<file path="src/sil_pkg.sv">
`default_nettype none
package sil_pkg;

  // Signed data word held in each cell.
  typedef logic signed [31:0] value_t;

  // Input operation codes.
  localparam logic OP_INSERT = 1'b0;
  localparam logic OP_DUMP   = 1'b1;

  // Result status codes.
  localparam logic [1:0] ST_INSERTED = 2'd0;
  localparam logic [1:0] ST_FULL     = 2'd1;
  localparam logic [1:0] ST_ENTRY    = 2'd2;
  localparam logic [1:0] ST_EMPTY    = 2'd3;

  // Control broadcast to every cell of the chain.
  typedef struct packed {
    logic   ins;  // insert the new value this cycle
    logic   rot;  // rotate the occupied cells by one place toward the head
    value_t x;    // value being inserted
  } cell_ctrl_t;

endpackage
`default_nettype wire

</file>
<file path="src/sil_cell.sv">
`default_nettype none
module sil_cell (
  input  wire               clk,
  input  wire               rst_n,
  input  sil_pkg::cell_ctrl_t ctrl,
  input  sil_pkg::value_t   left_val,
  input  wire               left_vld,
  input  wire               left_keep,
  input  sil_pkg::value_t   right_val,
  input  wire               right_vld,
  input  sil_pkg::value_t   head_val,
  output sil_pkg::value_t   val,
  output logic              vld,
  output logic              keep
);
  import sil_pkg::*;

  value_t val_r, val_nxt;
  logic   vld_r, vld_nxt;

  // The cell keeps its entry when that entry is smaller than the new value.
  assign keep = vld_r && (val_r < ctrl.x);

  // Next contents: shift up on insert, move toward the head on rotate.
  always_comb begin
    val_nxt = val_r;
    vld_nxt = vld_r;
    if (ctrl.ins) begin
      vld_nxt = vld_r | left_vld;
      if (!keep) begin
        val_nxt = left_keep ? ctrl.x : left_val;
      end
    end else if (ctrl.rot && vld_r) begin
      // The last occupied cell receives the entry leaving the head.
      val_nxt = right_vld ? right_val : head_val;
    end
  end

  // Occupancy flag is control state; the stored word needs no reset.
  always_ff @(posedge clk) begin
    if (!rst_n) begin
      vld_r <= 1'b0;
    end else begin
      vld_r <= vld_nxt;
    end
  end

  always_ff @(posedge clk) begin
    val_r <= val_nxt;
  end

  assign val = val_r;
  assign vld = vld_r;

endmodule
`default_nettype wire

</file>
<file path="src/sorted_insertion_list_unit.sv">
`default_nettype none
// Sorted list of up to CAPACITY signed 32-bit values, held in a chain of
// compare-and-shift cells. An insert gives one result (inserted, or full
// and dropped). A dump of n stored entries streams them in ascending order,
// one per cycle while out_ready holds, by rotating the occupied cells past
// the head; a dump of an empty list gives a single empty result. The
// accepting cycle of a dump loads no result. The next item is accepted
// once the dump's last result is loaded into the output register and that
// register is free to take a new result. The list is left unchanged by a dump.
module sorted_insertion_list_unit #(
  parameter int CAPACITY = 16
) (
  input  wire                clk,
  input  wire                rst_n,
  input  wire                in_valid,
  output logic               in_ready,
  input  wire                in_opcode,
  input  sil_pkg::value_t    in_value,
  output logic               out_valid,
  input  wire                out_ready,
  output logic [1:0]         out_status,
  output sil_pkg::value_t    out_entry,
  output logic               out_last
);
  import sil_pkg::*;

  localparam int CNT_W = $clog2(CAPACITY + 1);

  // Chain signals.
  value_t     cell_val  [CAPACITY];
  logic       cell_vld  [CAPACITY];
  logic       cell_keep [CAPACITY];
  cell_ctrl_t ctrl;

  // Control registers.
  logic [CNT_W-1:0] count_r, count_nxt;
  logic [CNT_W-1:0] left_r, left_nxt;
  logic             busy_r, busy_nxt;
  logic             out_valid_r, out_valid_nxt;
  logic [1:0]       status_r, status_nxt;
  value_t           entry_r, entry_nxt;
  logic             last_r, last_nxt;

  logic slot_free, in_xfer, full;

  assign slot_free = !out_valid_r || out_ready;
  assign in_ready  = !busy_r && slot_free;
  assign in_xfer   = in_valid && in_ready;
  assign full      = (count_r == CNT_W'(CAPACITY));

  // Command decode and result generation.
  always_comb begin
    count_nxt     = count_r;
    left_nxt      = left_r;
    busy_nxt      = busy_r;
    out_valid_nxt = out_valid_r && !out_ready;
    status_nxt    = status_r;
    entry_nxt     = entry_r;
    last_nxt      = last_r;
    ctrl.ins      = 1'b0;
    ctrl.rot      = 1'b0;
    ctrl.x        = in_value;
    if (in_xfer) begin
      out_valid_nxt = 1'b1;
      entry_nxt     = '0;
      last_nxt      = 1'b1;
      if (in_opcode == OP_INSERT) begin
        if (full) begin
          status_nxt = ST_FULL;
        end else begin
          status_nxt = ST_INSERTED;
          ctrl.ins   = 1'b1;
          count_nxt  = count_r + CNT_W'(1);
        end
      end else if (count_r == '0) begin
        status_nxt = ST_EMPTY;
      end else begin
        // Dump start: results are produced from the next cycle on.
        out_valid_nxt = 1'b0;
        busy_nxt      = 1'b1;
        left_nxt      = count_r;
      end
    end else if (busy_r && slot_free) begin
      // Stream the head entry and rotate the chain by one place.
      out_valid_nxt = 1'b1;
      status_nxt    = ST_ENTRY;
      entry_nxt     = cell_val[0];
      last_nxt      = (left_r == CNT_W'(1));
      ctrl.rot      = 1'b1;
      left_nxt      = left_r - CNT_W'(1);
      if (left_r == CNT_W'(1)) begin
        busy_nxt = 1'b0;
      end
    end
  end

  always_ff @(posedge clk) begin
    if (!rst_n) begin
      count_r     <= '0;
      left_r      <= '0;
      busy_r      <= 1'b0;
      out_valid_r <= 1'b0;
    end else begin
      count_r     <= count_nxt;
      left_r      <= left_nxt;
      busy_r      <= busy_nxt;
      out_valid_r <= out_valid_nxt;
    end
  end

  always_ff @(posedge clk) begin
    status_r <= status_nxt;
    entry_r  <= entry_nxt;
    last_r   <= last_nxt;
  end

  // Cell chain; cell zero holds the smallest entry.
  for (genvar i = 0; i < CAPACITY; i++) begin : g_cell
    value_t lval, rval;
    logic   lvld, lkeep, rvld;
    if (i == 0) begin : g_head
      assign lval  = in_value;
      assign lvld  = 1'b1;
      assign lkeep = 1'b1;
    end else begin : g_body
      assign lval  = cell_val[i-1];
      assign lvld  = cell_vld[i-1];
      assign lkeep = cell_keep[i-1];
    end
    if (i == CAPACITY - 1) begin : g_tail
      assign rval = cell_val[0];
      assign rvld = 1'b0;
    end else begin : g_mid
      assign rval = cell_val[i+1];
      assign rvld = cell_vld[i+1];
    end
    sil_cell u_cell (
      .clk       (clk),
      .rst_n     (rst_n),
      .ctrl      (ctrl),
      .left_val  (lval),
      .left_vld  (lvld),
      .left_keep (lkeep),
      .right_val (rval),
      .right_vld (rvld),
      .head_val  (cell_val[0]),
      .val       (cell_val[i]),
      .vld       (cell_vld[i]),
      .keep      (cell_keep[i])
    );
  end

  assign out_valid  = out_valid_r;
  assign out_status = status_r;
  assign out_entry  = entry_r;
  assign out_last   = last_r;

endmodule
`default_nettype wire
</file>
<file path="config.mk">
export PLATFORM = sky130hd
export DESIGN_NAME = sorted_insertion_list_unit
export DESIGN_NICKNAME = d
export VERILOG_FILES = /design/src/sil_pkg.sv /design/src/sil_cell.sv /design/src/sorted_insertion_list_unit.sv
export SDC_FILE = /design/constraint.sdc
export NUM_CORES = 2
export LEC_CHECK = 0
export ABC_CLOCK_PERIOD_IN_PS = 5850
export BUFFER_PORTS_ARGS = -buffer_cell sky130_fd_sc_hd__buf_2
export CAP_MARGIN = 20
export CELL_PAD_IN_SITES_DETAIL_PLACEMENT = 2
export CELL_PAD_IN_SITES_GLOBAL_PLACEMENT = 2
export CORE_ASPECT_RATIO = 2
export CORE_MARGIN = 5
export CORE_UTILIZATION = 42
export CTS_CLUSTER_SIZE = 28
export DETAILED_ROUTE_END_ITERATION = 8
export PLACE_DENSITY = 0.84
export SYNTH_ARGS = -nofsm -noshare
export SYNTH_HDL_FRONTEND = slang
export SYNTH_SLANG_ARGS = --single-unit
</file>
<file path="constraint.sdc">
create_clock -name clk -period 5.85 [get_ports clk]
set_input_delay 0.2925 -clock clk [delete_from_list [all_inputs] [get_ports clk]]
set_output_delay 0.2925 -clock clk [all_outputs]
set_load 0.03 [all_outputs]
</file>
# Word level (Yosys, flattened, before mapping)
# Cells that the tools add are included.
# op_classes
n_reduce_logical	80
addsub	2
n_eq_ne	21
muxes	101
bitwise_logic	17
order_cmp	16
# op_table
cell	count
two-way mux 32 bit	78
less-than comparator 32 bit	16
nonzero test 2 bit	19
logical AND 1 bit	36
!= test 2 bit, second input constant	18
AND reduction 2 bit	16
two-way mux 5 bit	4
two-way mux 1 bit	15
bitwise OR 1 bit	15
AND reduction 3 bit	3
two-way mux 2 bit	4
adder 5 x 1 -> 5 bit, second input constant	1
equality test 5 x 1 -> 1 bit, second input constant	1
equality test 5 bit, second input constant	1
zero test 5 bit	1
subtractor 5 x 1 -> 5 bit, second input constant	1
AND reduction 4 bit	1
zero test 1 bit	3
!= test 3 x 2 -> 1 bit, second input constant	1
NOT 1 bit	2
logical OR 1 bit	1
# totals
out_inout_bits	37
wordCells	276
in_bits	37
reg_bits	575

# Longest topological paths before layout
# logic_depth
word_depth	8
mapped_depth	11
mapped_depth_nobuf	9

# By module
# Synthesis repeated with hierarchy kept, for this count alone.
# unflattened
hier_cells	5056
area_unflattened_um2	47361.7
# modules_own_cells
mod	cells_each	n_inst	area_each_um2	seq_area_each_um2
sil_cell (g_cell[0].u_cell ...)	301	14	2840.2	980.9
sil_cell (g_cell[8].u_cell)	302	1	2846.5	980.9
sil_cell (g_cell[9].u_cell)	298	1	2782.7	980.9
sorted_insertion_list_unit	242	1	1969.4	960.9

# Worst setup path after synthesis
# Ideal clock, no wire load.
# synth_timing
path_kind	input to register
startpoint	input in_value[17]
endpoint	register g_cell[0].u_cell.val_r[0], enable pin
stages	9
arrival_time_ns	4.526
slack_ns	0.854
n_path_buf	0
required_ns	5.380
setup_time_ns	0.470
cell_sequence	inv_1 ha_1 and3_1 nand3_1 or4b_1 a31o_1 and2_4 nor3b_1 o31ai_1
# synth_via
elab_chain_cells	4
# synth_lines
element	line	source
start, declared	sorted_insertion_list_unit.sv:18	input sil_pkg::value_t in_value,
less-than comparator 32 bit	sil_cell.sv:22	assign keep = vld_r && (val_r < ctrl.x);
logical AND 1 bit	sil_cell.sv:22	
!= test 2 bit (no source line)	n/a	
AND reduction 3 bit (no source line)	n/a	
end signal, assigned	sil_cell.sv:49	val_r <= val_nxt;
end, declared	sil_cell.sv:18	value_t val_r, val_nxt;
# Every way passes these cells.
# A chain may end at the register's enable or synchronous reset.

# Worst setup path after layout
# layout_timing
startpoint	register g_cell[0].u_cell.val_r[20]
endpoint	register g_cell[1].u_cell.val_r[0], data pin
# layout_via
elab_chain_cells	5
# layout_lines
element	line	source
less-than comparator 32 bit	sil_cell.sv:22	
logical AND 1 bit	sil_cell.sv:22	
two-way mux 32 bit	sil_cell.sv:31	val_nxt = left_keep ? ctrl.x : left_val;
two-way mux 32 bit	sil_cell.sv:30	if (!keep) begin
two-way mux 32 bit	sil_cell.sv:28	if (ctrl.ins) begin
net g_cell[1].u_cell.val_nxt[0]	sil_cell.sv:18	
end signal, assigned	sil_cell.sv:49	
end, declared	sil_cell.sv:18	
# The timed path passes the listed nets, and every way through them passes these cells. The select of a mux whose other input is x is not followed.

==> flow_metrics.env <==
export IMPL_outcome="finished clean"
export IMPL_finClkSkew_ns=0.0445
export IMPL_viasPerCell=7.41
export IMPL_ys_warn_count=0
export IMPL_yosysUniqueCellTypes=72
export IMPL_hold_violations=0
export IMPL_drt_iter0_markers=4617
export IMPL_core_area_um2=114000
export IMPL_grt_use_met1_pct=38.7
export IMPL_finalNetCount=5470
export IMPL_cp_max_fo=32
export IMPL_ys_top_cells_by_count="730 x nand2_1, 514 x edfxtp_1, 500 x ha_1"
export IMPL_antenna_found_initial=6
export IMPL_yosysTopAreaCell="edfxtp_1"
export IMPL_clk_pin_slew_worst_paths_ns=0.07
export IMPL_die_x_um=249
export IMPL_ys_seq_area_share_pct=34.6
export IMPL_io_pins=74
export IMPL_synth_area_leaders="edfxtp_1 32%, ha_1 13%, o211a_1 8.8%, nand2_1 5.7%, o31ai_1 4.5%"
export IMPL_rsz0062_at_grt="false"
export IMPL_grt_pass1_vias=52554
export IMPL_portBuffers=73
export IMPL_rows=175
export IMPL_clk_insertion_delay_late_ns=0.72
export IMPL_r2r_setup_slack_ns=1.17
export IMPL_htree_levels=2
export IMPL_grt_max_degree=174
export IMPL_grt_overflow_total=0
export IMPL_drt_pass1_iter_count=6
export IMPL_drv_slew=0
export IMPL_start_kind="register"
export IMPL_synth_edf_count=514
export IMPL_max_slew_margin_pct=20.7
export IMPL_netlist_area_um2=48100
export IMPL_synthArstFlopShare_pct=0
export IMPL_top_usage_layer="met2"
export IMPL_route_detailed_drc=0
export IMPL_start_util_pct=42.2
export IMPL_ant_nets=0
export IMPL_r2r_end="g_cell[1].u_cell.val[0]"
export IMPL_seq_area_um2=16700
export IMPL_tightest_slew_ns=1.17
export IMPL_fp_dieArea_um2=122000
export IMPL_yosysTopAreaCellShare_pct=32.1
export IMPL_gp_congestion=0.976
export IMPL_place_hpwl_um=173000
export IMPL_yosys_most_used_dff="edfxtp_1"
export IMPL_grtUsageMet3_pct=5.43
export IMPL_pwr_density_cell_nw_per_um2=235
export IMPL_numCtsBuffers=60
export IMPL_grt_use_met2_pct=65.4
export IMPL_wl_per_cell_um=36.9
export IMPL_multiInputGateArea_um2=28900
export IMPL_cts_sinks=575
export IMPL_crit_type="reg -> reg"
export IMPL_vias=48107
export IMPL_design_area_um2=51700
export IMPL_grt_first_pass_wirelength_um=347000
export IMPL_die_y_um=489
export IMPL_p_leak_uw=0.0197
export IMPL_cts_hold_buf=1
export IMPL_wl_um=240000
export IMPL_hold_path_class="in -> reg"
export IMPL_cts_root_buffer="clkbuf_16"
export IMPL_drive_above_1_share_pct=11.2
export IMPL_synth_most_common_cell="nand2_1"
export IMPL_cts_max_path_buffers=3
export IMPL_ys_seq_elements=575
export IMPL_syn2layout_area_growth_pct=7.57
export IMPL_crit_path_end_kind="register"
export IMPL_timing_rr_start="g_cell[0].u_cell.val[20]"
export IMPL_fmax_mhz=214
export IMPL_maxCapViolations=0
export IMPL_peakVddDrop_mv=0.246
export IMPL_syn_avg_cell_area_um2=9.33
export IMPL_tns_ns=0
export IMPL_min_period_over_period_pct=80.1
export IMPL_cts_setup_buffers=0
export IMPL_syn_inst=5155
export IMPL_synth_nets=5692
export IMPL_period_needed_ns=4.68
export IMPL_r2r_cells=9
export IMPL_placed_cell_area_um2=49700
export IMPL_arrival_ns=5.07
export IMPL_track_usage_pct=37.4
export IMPL_cts_resized=0
export IMPL_setup_viol=0
export IMPL_critical_path_endpoint="g_cell[1].u_cell.val[0]"
export IMPL_num_fill_cells=12273
export IMPL_startpoint="g_cell[0].u_cell.val[20]"
export IMPL_cts_tree="built"
export IMPL_cp_data_required_time_ns=6.24
==> placed cells by master (no fill, tap or decap), drive strengths merged, types with 41 or more instances in the layout <==
cell,n
a21oi,241
a221oi,41
nor4,132
dfxtp,61
inv,90
o211ai,260
o211a,423
o31ai,290
ha,500
buf,257
clkbuf,87
nand2,730
a31oi,298
edfxtp,514
nor2,293
a211oi,161
o21ai,168
==> registers in the layout, summed over array words and instances, names as in the netlist <==
signal and cells:
g_cell.u_cell.val 512, out_entry 32, g_cell.u_cell.vld 16, count_r 5
left_r 5, out_status 2, busy_r 1, out_last 1
out_valid 1
==> per-stage QoR <==
| step | worst slack [ns] | std cells | utilization, % | hold slack, ns | power [uW] |
|---|---|---|---|---|---|
| floorplan | 0.854 | 5155 | - | 0.421 | 6770 |
| global placement | 0.861 | 6371 | 43.6 | 0.439 | 7860 |
| detailed placement | 0.840 | 6372 | 43.7 | 0.448 | 8020 |
| CTS | 1.37 | 6481 | 45.4 | 0.122 | 12100 |
| global route | 1.37 | 6486 | 45.4 | 0.171 | 12400 |
| finish | 1.17 | 6490 | 45.4 | 0.130 | 12200 |
==> final cells by class <==
| cell class | count | area share, % |
|---|---|---|
| diodes | 7 | 0.0339 |
| clock buffers | 87 | 3.51 |
| clock inverters | 21 | 0.235 |
| inverters | 86 | 0.624 |
| multi-input cells | 3952 | 56.0 |
| flip-flops and latches | 575 | 32.2 |
| well taps | 1504 | 3.64 |
| repair buffers | 258 | 3.76 |
==> critical path: stages, from the launching register on <==
cell	delay [ns]
edfxtp_1	0.66
ha_1	0.43
and3_1	0.15
nand3_1	0.29
or4b_1	0.90
a31o_1	0.54
and2_4	0.28
a221oi_4	0.26
buf_4	0.59
a221oi_1	0.16
==> worst min-delay path by stage <==
stage             startpoint                        end  slack, ns  cells past startpoint
2_1_floorplan          rst_n      g_cell[10].u_cell.vld       0.42                      1
3_3_place_gp   out_entry[21]              out_entry[21]       0.44                      2
3_5_place_dp    out_entry[8]               out_entry[8]       0.45                      2
4_1_cts         in_value[18]  g_cell[14].u_cell.val[18]       0.12                      3
5_1_grt          in_value[8]    g_cell[6].u_cell.val[8]       0.17                      3
6_report           out_ready                  out_valid       0.13                      5
==> cell families (layout without fill, tap and decap cells) <==
family                     after synthesis  count (layout)  share of synthesized area [%]
xor gates and xnor gates                 4               4                         0.0728
buffers and inverters                  628             452                           5.50
DFF                                    575             575                           34.6
muxes                                   33              33                          0.687
AOI/OAI and AO/OA                     2019            2019                           32.9
other                                    0               7                              0
adders and majority gates              500             500                           13.0
and+or+nand+nor                       1396            1396                           13.2
==> routing by layer <==
metal  part of all wire [%]  up-vias  wire, um
met2                     49     2660    117000
li1                       -    19834         -
met3                    6.6     1140     15700
met1                     34    24469     81000
met4                     11        4     26200
met5                  0.011        -        27
==> report_power, final <==
part           switching, uW  internal (uW)
Sequential               283           4810
Clock                   1930           2150
Combinational           2090            904
Total                   4300           7860
Power figures use the tool's default switching activity.
